<file path="src/sv/rgbb_pkg.sv">
package rgbb_pkg;

   localparam int unsigned GROUP_COUNT = 3;
   localparam int unsigned PHASE_W = 4;
   localparam int unsigned TIMEOUT_W = 6;
   localparam logic [TIMEOUT_W-1:0] TIMEOUT_MAX = 6'd63;

   // active-low pin patterns, bit2 red bit1 green bit0 blue
   localparam logic [2:0] PINS_DARK = 3'b111;
   localparam logic [2:0] PINS_RED = 3'b011;
   localparam logic [2:0] PINS_GREEN = 3'b101;
   localparam logic [2:0] PINS_BLUE = 3'b110;
   localparam logic [2:0] PINS_WHITE = 3'b000;

   localparam logic [1:0] GROUP_LEFT = 2'd0;
   localparam logic [1:0] GROUP_RIGHT = 2'd1;
   localparam logic [1:0] GROUP_BASE = 2'd2;

   typedef enum logic [1:0] {
      OP_LED_CMD = 2'd0,
      OP_TICK = 2'd1,
      OP_TEST_START = 2'd2,
      OP_TEST_STOP = 2'd3
   } op_type;

   typedef enum logic [2:0] {
      CLR_NONE = 3'd0,
      CLR_RED = 3'd1,
      CLR_GREEN = 3'd2,
      CLR_BLUE = 3'd3,
      CLR_WHITE = 3'd4
   } color_type;

   typedef enum logic [2:0] {
      CMD_ON = 3'd0,
      CMD_OFF = 3'd1,
      CMD_BLINK_OFF = 3'd2,
      CMD_SLOW = 3'd3,
      CMD_FAST = 3'd4,
      CMD_VERY_FAST = 3'd5
   } command_type;

   typedef enum logic [1:0] {
      MODE_STEADY = 2'd0,
      MODE_SLOW = 2'd1,
      MODE_FAST = 2'd2,
      MODE_VERY_FAST = 2'd3
   } mode_type;

   typedef struct packed {
      logic [1:0] operation;
      logic [1:0] body_part;
      logic [2:0] color;
      logic [2:0] command;
   } req_type;

   typedef struct packed {
      logic [2:0] left_pins;
      logic [2:0] right_pins;
      logic [2:0] base_pins;
      logic       self_test_running;
   } rsp_type;

   function automatic logic [2:0] color_pins(input logic [2:0] c);
      logic [2:0] pins;
      case (color_type'(c))
         CLR_RED: pins = PINS_RED;
         CLR_GREEN: pins = PINS_GREEN;
         CLR_BLUE: pins = PINS_BLUE;
         CLR_WHITE: pins = PINS_WHITE;
         default: pins = PINS_DARK;
      endcase
      return pins;
   endfunction

   function automatic logic [PHASE_W-1:0] period_of(input logic [1:0] m);
      logic [PHASE_W-1:0] p;
      case (mode_type'(m))
         MODE_SLOW: p = 4'd10;
         MODE_FAST: p = 4'd6;
         MODE_VERY_FAST: p = 4'd4;
         default: p = 4'd0;
      endcase
      return p;
   endfunction

   function automatic logic [PHASE_W-1:0] lit_of(input logic [1:0] m);
      logic [PHASE_W-1:0] p;
      case (mode_type'(m))
         MODE_SLOW: p = 4'd5;
         MODE_FAST: p = 4'd3;
         MODE_VERY_FAST: p = 4'd2;
         default: p = 4'd0;
      endcase
      return p;
   endfunction

endpackage

</file>
<file path="src/sv/three_channel_rgb_blink_controller.sv">
// a transaction passes from the input register to the result register
// throughput: one transaction per cycle, input register and result register each move
// whenever the result register is empty or being taken
// reset: synchronous active-high reset darkens all groups, clears blink patterns,
// the self-test timeout and both pipeline valid flags
module three_channel_rgb_blink_controller import rgbb_pkg::*; #(
   parameter int TICKS_PER_SECOND = 10
) (
   input  logic    clock,
   input  logic    reset,
   input  logic    req_valid,
   output logic    req_stall,
   input  req_type req_data,
   output logic    rsp_valid,
   input  logic    rsp_stall,
   output rsp_type rsp_data
);

   // self-test duration in ticks, saturated to the counter width
   localparam int LoadRaw = 5 * TICKS_PER_SECOND;
   localparam logic [TIMEOUT_W-1:0] TimeoutLoad =
      (LoadRaw > int'(TIMEOUT_MAX)) ? TIMEOUT_MAX : TIMEOUT_W'(LoadRaw);

   // input register stage
   logic    in_valid_ff;
   req_type in_ff;

   // result register stage
   logic    out_valid_ff;
   rsp_type out_ff;

   // per-group state
   logic [2:0]         color_ff [GROUP_COUNT];
   logic [1:0]         mode_ff  [GROUP_COUNT];
   logic [PHASE_W-1:0] phase_ff [GROUP_COUNT];
   logic [2:0]         pins_ff  [GROUP_COUNT];
   logic [TIMEOUT_W-1:0] timeout_ff;

   logic [2:0]         color_in [GROUP_COUNT];
   logic [1:0]         mode_in  [GROUP_COUNT];
   logic [PHASE_W-1:0] phase_in [GROUP_COUNT];
   logic [2:0]         pins_in  [GROUP_COUNT];
   logic [TIMEOUT_W-1:0] timeout_in;

   // pipeline moves when the result register is free or being drained
   logic advance;
   logic fire;

   assign advance = !out_valid_ff || !rsp_stall;
   assign fire = in_valid_ff && advance;
   assign req_stall = in_valid_ff && !advance;

   assign rsp_valid = out_valid_ff;
   assign rsp_data = out_ff;

   // next-state logic for the transaction held in the input register
   always_comb begin
      logic [PHASE_W:0] p_next;
      logic [1:0]       m;

      p_next = '0;
      m = '0;
      for (int g = 0; g < GROUP_COUNT; g++) begin
         color_in[g] = color_ff[g];
         mode_in[g] = mode_ff[g];
         phase_in[g] = phase_ff[g];
         pins_in[g] = pins_ff[g];
      end
      timeout_in = timeout_ff;

      case (op_type'(in_ff.operation))
         OP_LED_CMD: begin
            // unknown group or command codes leave everything alone
            for (int g = 0; g < GROUP_COUNT; g++) begin
               if (in_ff.body_part == 2'(g)) begin
                  case (command_type'(in_ff.command))
                     CMD_ON: begin
                        // blink pattern keeps running underneath
                        pins_in[g] = color_pins(in_ff.color);
                     end
                     CMD_OFF: begin
                        pins_in[g] = PINS_DARK;
                        color_in[g] = in_ff.color;
                        mode_in[g] = MODE_STEADY;
                        phase_in[g] = '0;
                     end
                     CMD_BLINK_OFF, CMD_SLOW, CMD_FAST, CMD_VERY_FAST: begin
                        // pins hold; a blinking mode updates them at the next tick
                        color_in[g] = in_ff.color;
                        mode_in[g] = 2'(in_ff.command - CMD_BLINK_OFF);
                        phase_in[g] = '0;
                     end
                     default: begin
                     end
                  endcase
               end
            end
         end
         OP_TICK: begin
            // blinking groups step first
            for (int g = 0; g < GROUP_COUNT; g++) begin
               m = mode_ff[g];
               if (mode_type'(m) != MODE_STEADY) begin
                  if (phase_ff[g] == '0) begin
                     pins_in[g] = color_pins(color_ff[g]);
                  end
                  if (phase_ff[g] == lit_of(m)) begin
                     pins_in[g] = PINS_DARK;
                  end
                  p_next = {1'b0, phase_ff[g]} + 1'b1;
                  if (p_next >= {1'b0, period_of(m)}) begin
                     phase_in[g] = '0;
                  end else begin
                     phase_in[g] = p_next[PHASE_W-1:0];
                  end
               end
            end
            // then the self-test timeout; expiry stops every group
            if (timeout_ff != '0) begin
               if (timeout_ff == TIMEOUT_W'(1)) begin
                  for (int g = 0; g < GROUP_COUNT; g++) begin
                     pins_in[g] = PINS_DARK;
                     color_in[g] = CLR_NONE;
                     mode_in[g] = MODE_STEADY;
                     phase_in[g] = '0;
                  end
               end
               timeout_in = timeout_ff - 1'b1;
            end
         end
         OP_TEST_START: begin
            timeout_in = TimeoutLoad;
            color_in[GROUP_LEFT] = CLR_RED;
            mode_in[GROUP_LEFT] = MODE_SLOW;
            phase_in[GROUP_LEFT] = '0;
            color_in[GROUP_RIGHT] = CLR_GREEN;
            mode_in[GROUP_RIGHT] = MODE_FAST;
            phase_in[GROUP_RIGHT] = '0;
            color_in[GROUP_BASE] = CLR_WHITE;
            mode_in[GROUP_BASE] = MODE_VERY_FAST;
            phase_in[GROUP_BASE] = '0;
         end
         OP_TEST_STOP: begin
            // timeout keeps counting
            for (int g = 0; g < GROUP_COUNT; g++) begin
               pins_in[g] = PINS_DARK;
               color_in[g] = CLR_NONE;
               mode_in[g] = MODE_STEADY;
               phase_in[g] = '0;
            end
         end
         default: begin
         end
      endcase
   end

   // input register: loads whenever it is empty or its transaction moves on
   always_ff @(posedge clock) begin
      if (reset) begin
         in_valid_ff <= 1'b0;
      end else if (!req_stall) begin
         in_valid_ff <= req_valid;
      end
      if (!req_stall && req_valid) begin
         in_ff <= req_data;
      end
   end

   // group state commits as the transaction enters the result register
   always_ff @(posedge clock) begin
      if (reset) begin
         for (int g = 0; g < GROUP_COUNT; g++) begin
            color_ff[g] <= CLR_NONE;
            mode_ff[g] <= MODE_STEADY;
            phase_ff[g] <= '0;
            pins_ff[g] <= PINS_DARK;
         end
         timeout_ff <= '0;
      end else if (fire) begin
         for (int g = 0; g < GROUP_COUNT; g++) begin
            color_ff[g] <= color_in[g];
            mode_ff[g] <= mode_in[g];
            phase_ff[g] <= phase_in[g];
            pins_ff[g] <= pins_in[g];
         end
         timeout_ff <= timeout_in;
      end
   end

   // result register
   always_ff @(posedge clock) begin
      if (reset) begin
         out_valid_ff <= 1'b0;
      end else if (advance) begin
         out_valid_ff <= in_valid_ff;
      end
      if (fire) begin
         out_ff.left_pins <= pins_in[GROUP_LEFT];
         out_ff.right_pins <= pins_in[GROUP_RIGHT];
         out_ff.base_pins <= pins_in[GROUP_BASE];
         out_ff.self_test_running <= (timeout_in != '0);
      end
   end

endmodule
</file>
<file path="config.mk">
export PLATFORM = sky130hd
export DESIGN_NAME = three_channel_rgb_blink_controller
export DESIGN_NICKNAME = d
export VERILOG_FILES = /design/src/sv/rgbb_pkg.sv /design/src/sv/three_channel_rgb_blink_controller.sv
export SDC_FILE = /design/constraint.sdc
export NUM_CORES = 1
export LEC_CHECK = 0
export ABC_AREA = 1
export BUFFER_PORTS_ARGS = -buffer_cell sky130_fd_sc_hd__buf_2
export CORE_MARGIN = 1
export CORE_UTILIZATION = 40
export CTS_CLUSTER_DIAMETER = 80
export DETAILED_ROUTE_END_ITERATION = 16
export PLACE_DENSITY = 0.54
export SLEW_MARGIN = 10
export SYNTH_ARGS = -nofsm -noshare
export SYNTH_HDL_FRONTEND = slang
export SYNTH_SLANG_ARGS = --single-unit
</file>
<file path="constraint.sdc">
create_clock -name clock -period 3.35 [get_ports clock]
set_input_delay 0.67 -clock clock [delete_from_list [all_inputs] [get_ports clock]]
set_output_delay 0.67 -clock clock [all_outputs]
set_load 0.005 [all_outputs]
</file>
Word level (Yosys, flattened, before mapping)
Memories as Yosys holds them, arrays and structs flattened. Index checks and enable logic that the tools add are counted.

Register bits: 28. RAM bits: 36. Input bits: 14. Output and inout port bits: 12. Word-level logic and storage cells: 188. Memories kept: 4.

Add/sub/neg operators: 5. Magnitude comparators: 3. Equality and inequality tests: 39. Mux-type cells: 92. Bitwise gates (word level): 12. Reductions and logical operators: 22.

Memories: phase_ff (words 3, width 4, rd ports 3, clocked after memory_dff 0, wr ports 3, RTL line three_channel_rgb_blink_controller.sv:35) `logic [PHASE_W-1:0] phase_ff [GROUP_COUNT];`; color_ff (words 3, width 3, rd ports 3, clocked after memory_dff 0, wr ports 3, RTL line three_channel_rgb_blink_controller.sv:33) `logic [2:0] color_ff [GROUP_COUNT];`; pins_ff (words 3, width 3, rd ports 3, clocked after memory_dff 0, wr ports 3, RTL line three_channel_rgb_blink_controller.sv:36) `logic [2:0] pins_ff [GROUP_COUNT];`; mode_ff (words 3, width 2, rd ports 3, clocked after memory_dff 0, wr ports 3, RTL line three_channel_rgb_blink_controller.sv:34) `logic [1:0] mode_ff [GROUP_COUNT];`.

Operator list (number): $mux W4 (27); $mux W3 (24); $pmux W3 S4 (4); $mux W9 (4); $pmux W12 S3 (1); $pmux W4 S3 (3); $pmux W9 S4 (1); $eq A3 B2 Y1 const B (10); $pmux W3 S3 (3); $pmux W9 S3 (1); $mux W12 (2); $pmux W6 S4 (1); $eq A2 B2 Y1 const B (9); $eq A3 B3 Y1 const B (6); $mux W6 (3); $pmux W3 S2 (3); $add A4 B1 Y5 const B (3); $eq A3 B1 Y1 const B (5); $ge A5 B4 Y1 (3); $eq A4 B4 Y1 (3); $logic_not A4 Y1 (3); $mux W2 (6); $or A1 B1 Y1 (12); $pmux W2 S2 (3); 16 further kinds (33).

Longest topological paths before layout
An unclocked memory read counts as a cell.

Depth in word-level cells: 12. Depth in mapped cells: 12. Depth with buffers taken out: 12.

Least setup slack after synthesis
Ideal clock, no wire load.

Path type: input to register. Start: input port rsp_stall. End: memory color_ff[0][0] (enable). Setup time: 0.345 ns. Arrival time: 1.936 ns. Required time: 3.005 ns. Setup slack: 1.069 ns. Stages: 7. Buffers on the path: 0. Path through: nand2_2 > nand2_2 > inv_1 > nor2_1 > inv_1 > o21ai_2 > nor3_1.

RTL lines: from (decl) (RTL line three_channel_rgb_blink_controller.sv:15) `input logic rsp_stall,`; to (decl) (RTL line three_channel_rgb_blink_controller.sv:33).

==> results.sh <==
export IMPL_ctsRootBufferMaster="clkbuf_8"
export IMPL_cts_buffers=9
export IMPL_grt_pass1_vias=3506
export IMPL_diodes=0
export IMPL_vias=3506
export IMPL_path_buf_inv=2
export IMPL_synth_top_area_frac=0.3899
export IMPL_gp_congestion=0.8197
export IMPL_fillCellCount=1042
export IMPL_start_util=0.4159
export IMPL_synth_top_area_cell="edfxtp_1"
export IMPL_syn_area_per_cell_um2=7.799
export IMPL_drt_total_wl_um=9237
export IMPL_ys_seq_area_frac=0.4270
export IMPL_worstSetupPathType="register to register"
export IMPL_fp_dieH_um=105.8
export IMPL_max_stage_delay_ns=0.45
export IMPL_drc_errors=0
export IMPL_yosysWarnings=0
export IMPL_portBuffers=25
export IMPL_worst_path_max_delay_cell="edfxtp_1"
export IMPL_rows=37
export IMPL_worstMarginPinSlew_ns=0.4577
export IMPL_fin_worst_skew_ns=0.01186
export IMPL_path_delay_family="adder cells"
export IMPL_leakage_nw=2.251
export IMPL_worstPathCellList="inv_1 > ha_1 > inv_1 > o21ai_0 > ha_1 > a21boi_0 > o21a_1 > nor2_1 > nand2_1 > a21oi_1"
export IMPL_cts_hold_buffers_added=0
export IMPL_worstSkewPairLatency_ns=0.35
export IMPL_p_total_mw=2.124
export IMPL_grt_max_degree=15
export IMPL_ant_nets=0
export IMPL_synthToLayoutAreaGrowth_pct=11.84
export IMPL_dp_hpwl_um=7262
export IMPL_min_path_type="register to register"
export IMPL_rsz0062_at_grt="no"
export IMPL_core_area_um2=10370
export IMPL_cts_resized=0
export IMPL_die_w_um=105.8
export IMPL_final_max_slew_viol_count=0
export IMPL_synth_area_um2=4313
export IMPL_cts_tree="yes"
export IMPL_synthTopCellsByArea="edfxtp_1 39%, nand2_1 13%, ha_1 9.6%"
export IMPL_worst_endpoint_arrival_ns=2.44
export IMPL_cp_end_kind="register"
export IMPL_syn_nets=600
export IMPL_min_period_over_period=0.6695
export IMPL_syn_instance_count=553
export IMPL_grt_first_pass_wirelength_um=16220
export IMPL_setup_tns_ns=0
export IMPL_via_per_inst=4.816
export IMPL_clkSlewWorstSetupHoldPaths_ns=0.08
export IMPL_slew_headroom=0.6948
export IMPL_status="finished clean"
export IMPL_drt_iter0_drc=137
export IMPL_die_area_um2=11200
export IMPL_ios=26
export IMPL_peakVddDrop_mv=0.2337
export IMPL_htree_levels=3
export IMPL_path_max_fanout=7
export IMPL_cts_sinks=64
export IMPL_cp_data_required_time_ns=3.55
export IMPL_cp_start_kind="register"
export IMPL_clk_path_buf_depth=2
export IMPL_utilization=0.4651
export IMPL_drv_cap=0
export IMPL_cts_setup_buffers=0
export IMPL_synth_ff_type="edfxtp_1"
export IMPL_dr_pass1_iters=5
export IMPL_ys_ff_latch=64
export IMPL_antenna_found_initial=0
export IMPL_min_period_ns=2.243
export IMPL_max_freq_mhz=445.9
export IMPL_hold_violations=0
export IMPL_wire_per_inst_um=12.69
export IMPL_async_flop_share=0
export IMPL_overflow=0
export IMPL_final_net_count=634
export IMPL_yosys_cell_types_count=32
export IMPL_setup_violations_final=0
export IMPL_drive_gt1_frac=0.1351
export IMPL_p_per_area_nw_per_um2=440.3
export IMPL_grtUsageTotal=0.1834
export IMPL_synth_edf_count=56
-- per-stage QoR --
stage | instances | hold slack [ns] | setup WS (ns) | instance area [um^2]
floorplan | 553 | 0.4561 | 1.069 | 4313
global placement | 712 | 0.4859 | 0.9967 | 4603
detailed placement | 712 | 0.4839 | 0.9156 | 4603
CTS | 728 | 0.4894 | 1.119 | 4823
global route | 728 | 0.4846 | 0.9126 | 4823
finish | 728 | 0.4894 | 1.107 | 4823
-- registers in the layout (all words and copies together), names as in the netlist --
register     cells
rsp_data        10
pins_ff          9
timeout_ff       6
in_valid_ff      1
color_ff         9
in_ff           10
mode_ff          6
phase_ff        12
rsp_valid        1
-- path summary, 6_finish.rpt --
| kind | startpoint | endpoint | slack [ns] | cells past startpoint |
|---|---|---|---|---|
| min | in_valid_ff$_SDFFE_PP0N_ | rsp_valid$_SDFFE_PP0N_ | 0.49 | 2 |
| min reg2reg | in_valid_ff$_SDFFE_PP0N_ | rsp_valid$_SDFFE_PP0N_ | 0.49 | 2 |
| max reg2reg | mode_ff[0][5]$_SDFFCE_PN0P_ | phase_ff[0][11]$_SDFFCE_PN0P_ | 1.11 | 10 |
| max | mode_ff[0][5]$_SDFFCE_PN0P_ | phase_ff[0][11]$_SDFFCE_PN0P_ | 1.11 | 10 |
-- routing by layer --
| layer | GRT usage | routed length [um] | up-vias |
|---|---|---|---|
| li1 | - | - | 1848 |
| met1 | 0.2428 | 4443 | 1563 |
| met2 | 0.3039 | 4345 | 84 |
| met3 | 0.02721 | 338 | 11 |
| met4 | 0.06548 | 110 | 0 |
| met5 | 0 | 0 | - |
-- logic make-up after synthesis --
logic type | synth area share
DFF | 0.4270
xor gates and xnor gates | 0.01422
and+or+nand+nor | 0.2823
AOI/OAI and AO/OA | 0.08703
adders and majority gates | 0.09574
buffers and inverters | 0.09370
-- where the power goes --
group	internal [mW]	total (mW)	switching (mW)
clock network	0.420	0.739	0.319
logic	0.145	0.412	0.266
registers	0.926	0.973	0.0467
total	1.49	2.12	0.632
-- tightest hold or removal path: stages, from the launching register on --
cell and delay, ns:
dfxtp_1 0.32, inv_1 0.07, a21oi_1 0.06
-- cell usage after synthesis (all sizes together) (4+ instances only) --
| cell | number |
|---|---|
| a21oi | 30 |
| nand3 | 45 |
| nor2 | 66 |
| inv | 101 |
| o21ai | 22 |
| nor3 | 6 |
| xor2 | 7 |
| o22ai | 4 |
| dfxtp | 8 |
| edfxtp | 56 |
| nand2 | 156 |
| ha | 33 |
-- layout make-up --
type	count	area [um^2]	share of cell area
clock buffers	9	123.9	0.02568
clock inverters	7	96.34	0.01997
inverters	103	391.6	0.08119
multi-input cells	383	2067	0.4285
flip-flops and latches	64	1842	0.3818
well taps	136	170.2	0.03528
repair buffers	26	132.6	0.02750
-- layout by cell type (no fill, tap or decap), types with 12 or more instances in the layout --
master	instances
nand2_1	148
inv_1	88
edfxtp_1	56
nor2_1	55
nand3_1	44
ha_1	33
a21oi_1	30
buf_2	25
o21ai_0	15
inv_2	12
(Power assumes the default switching activity.)
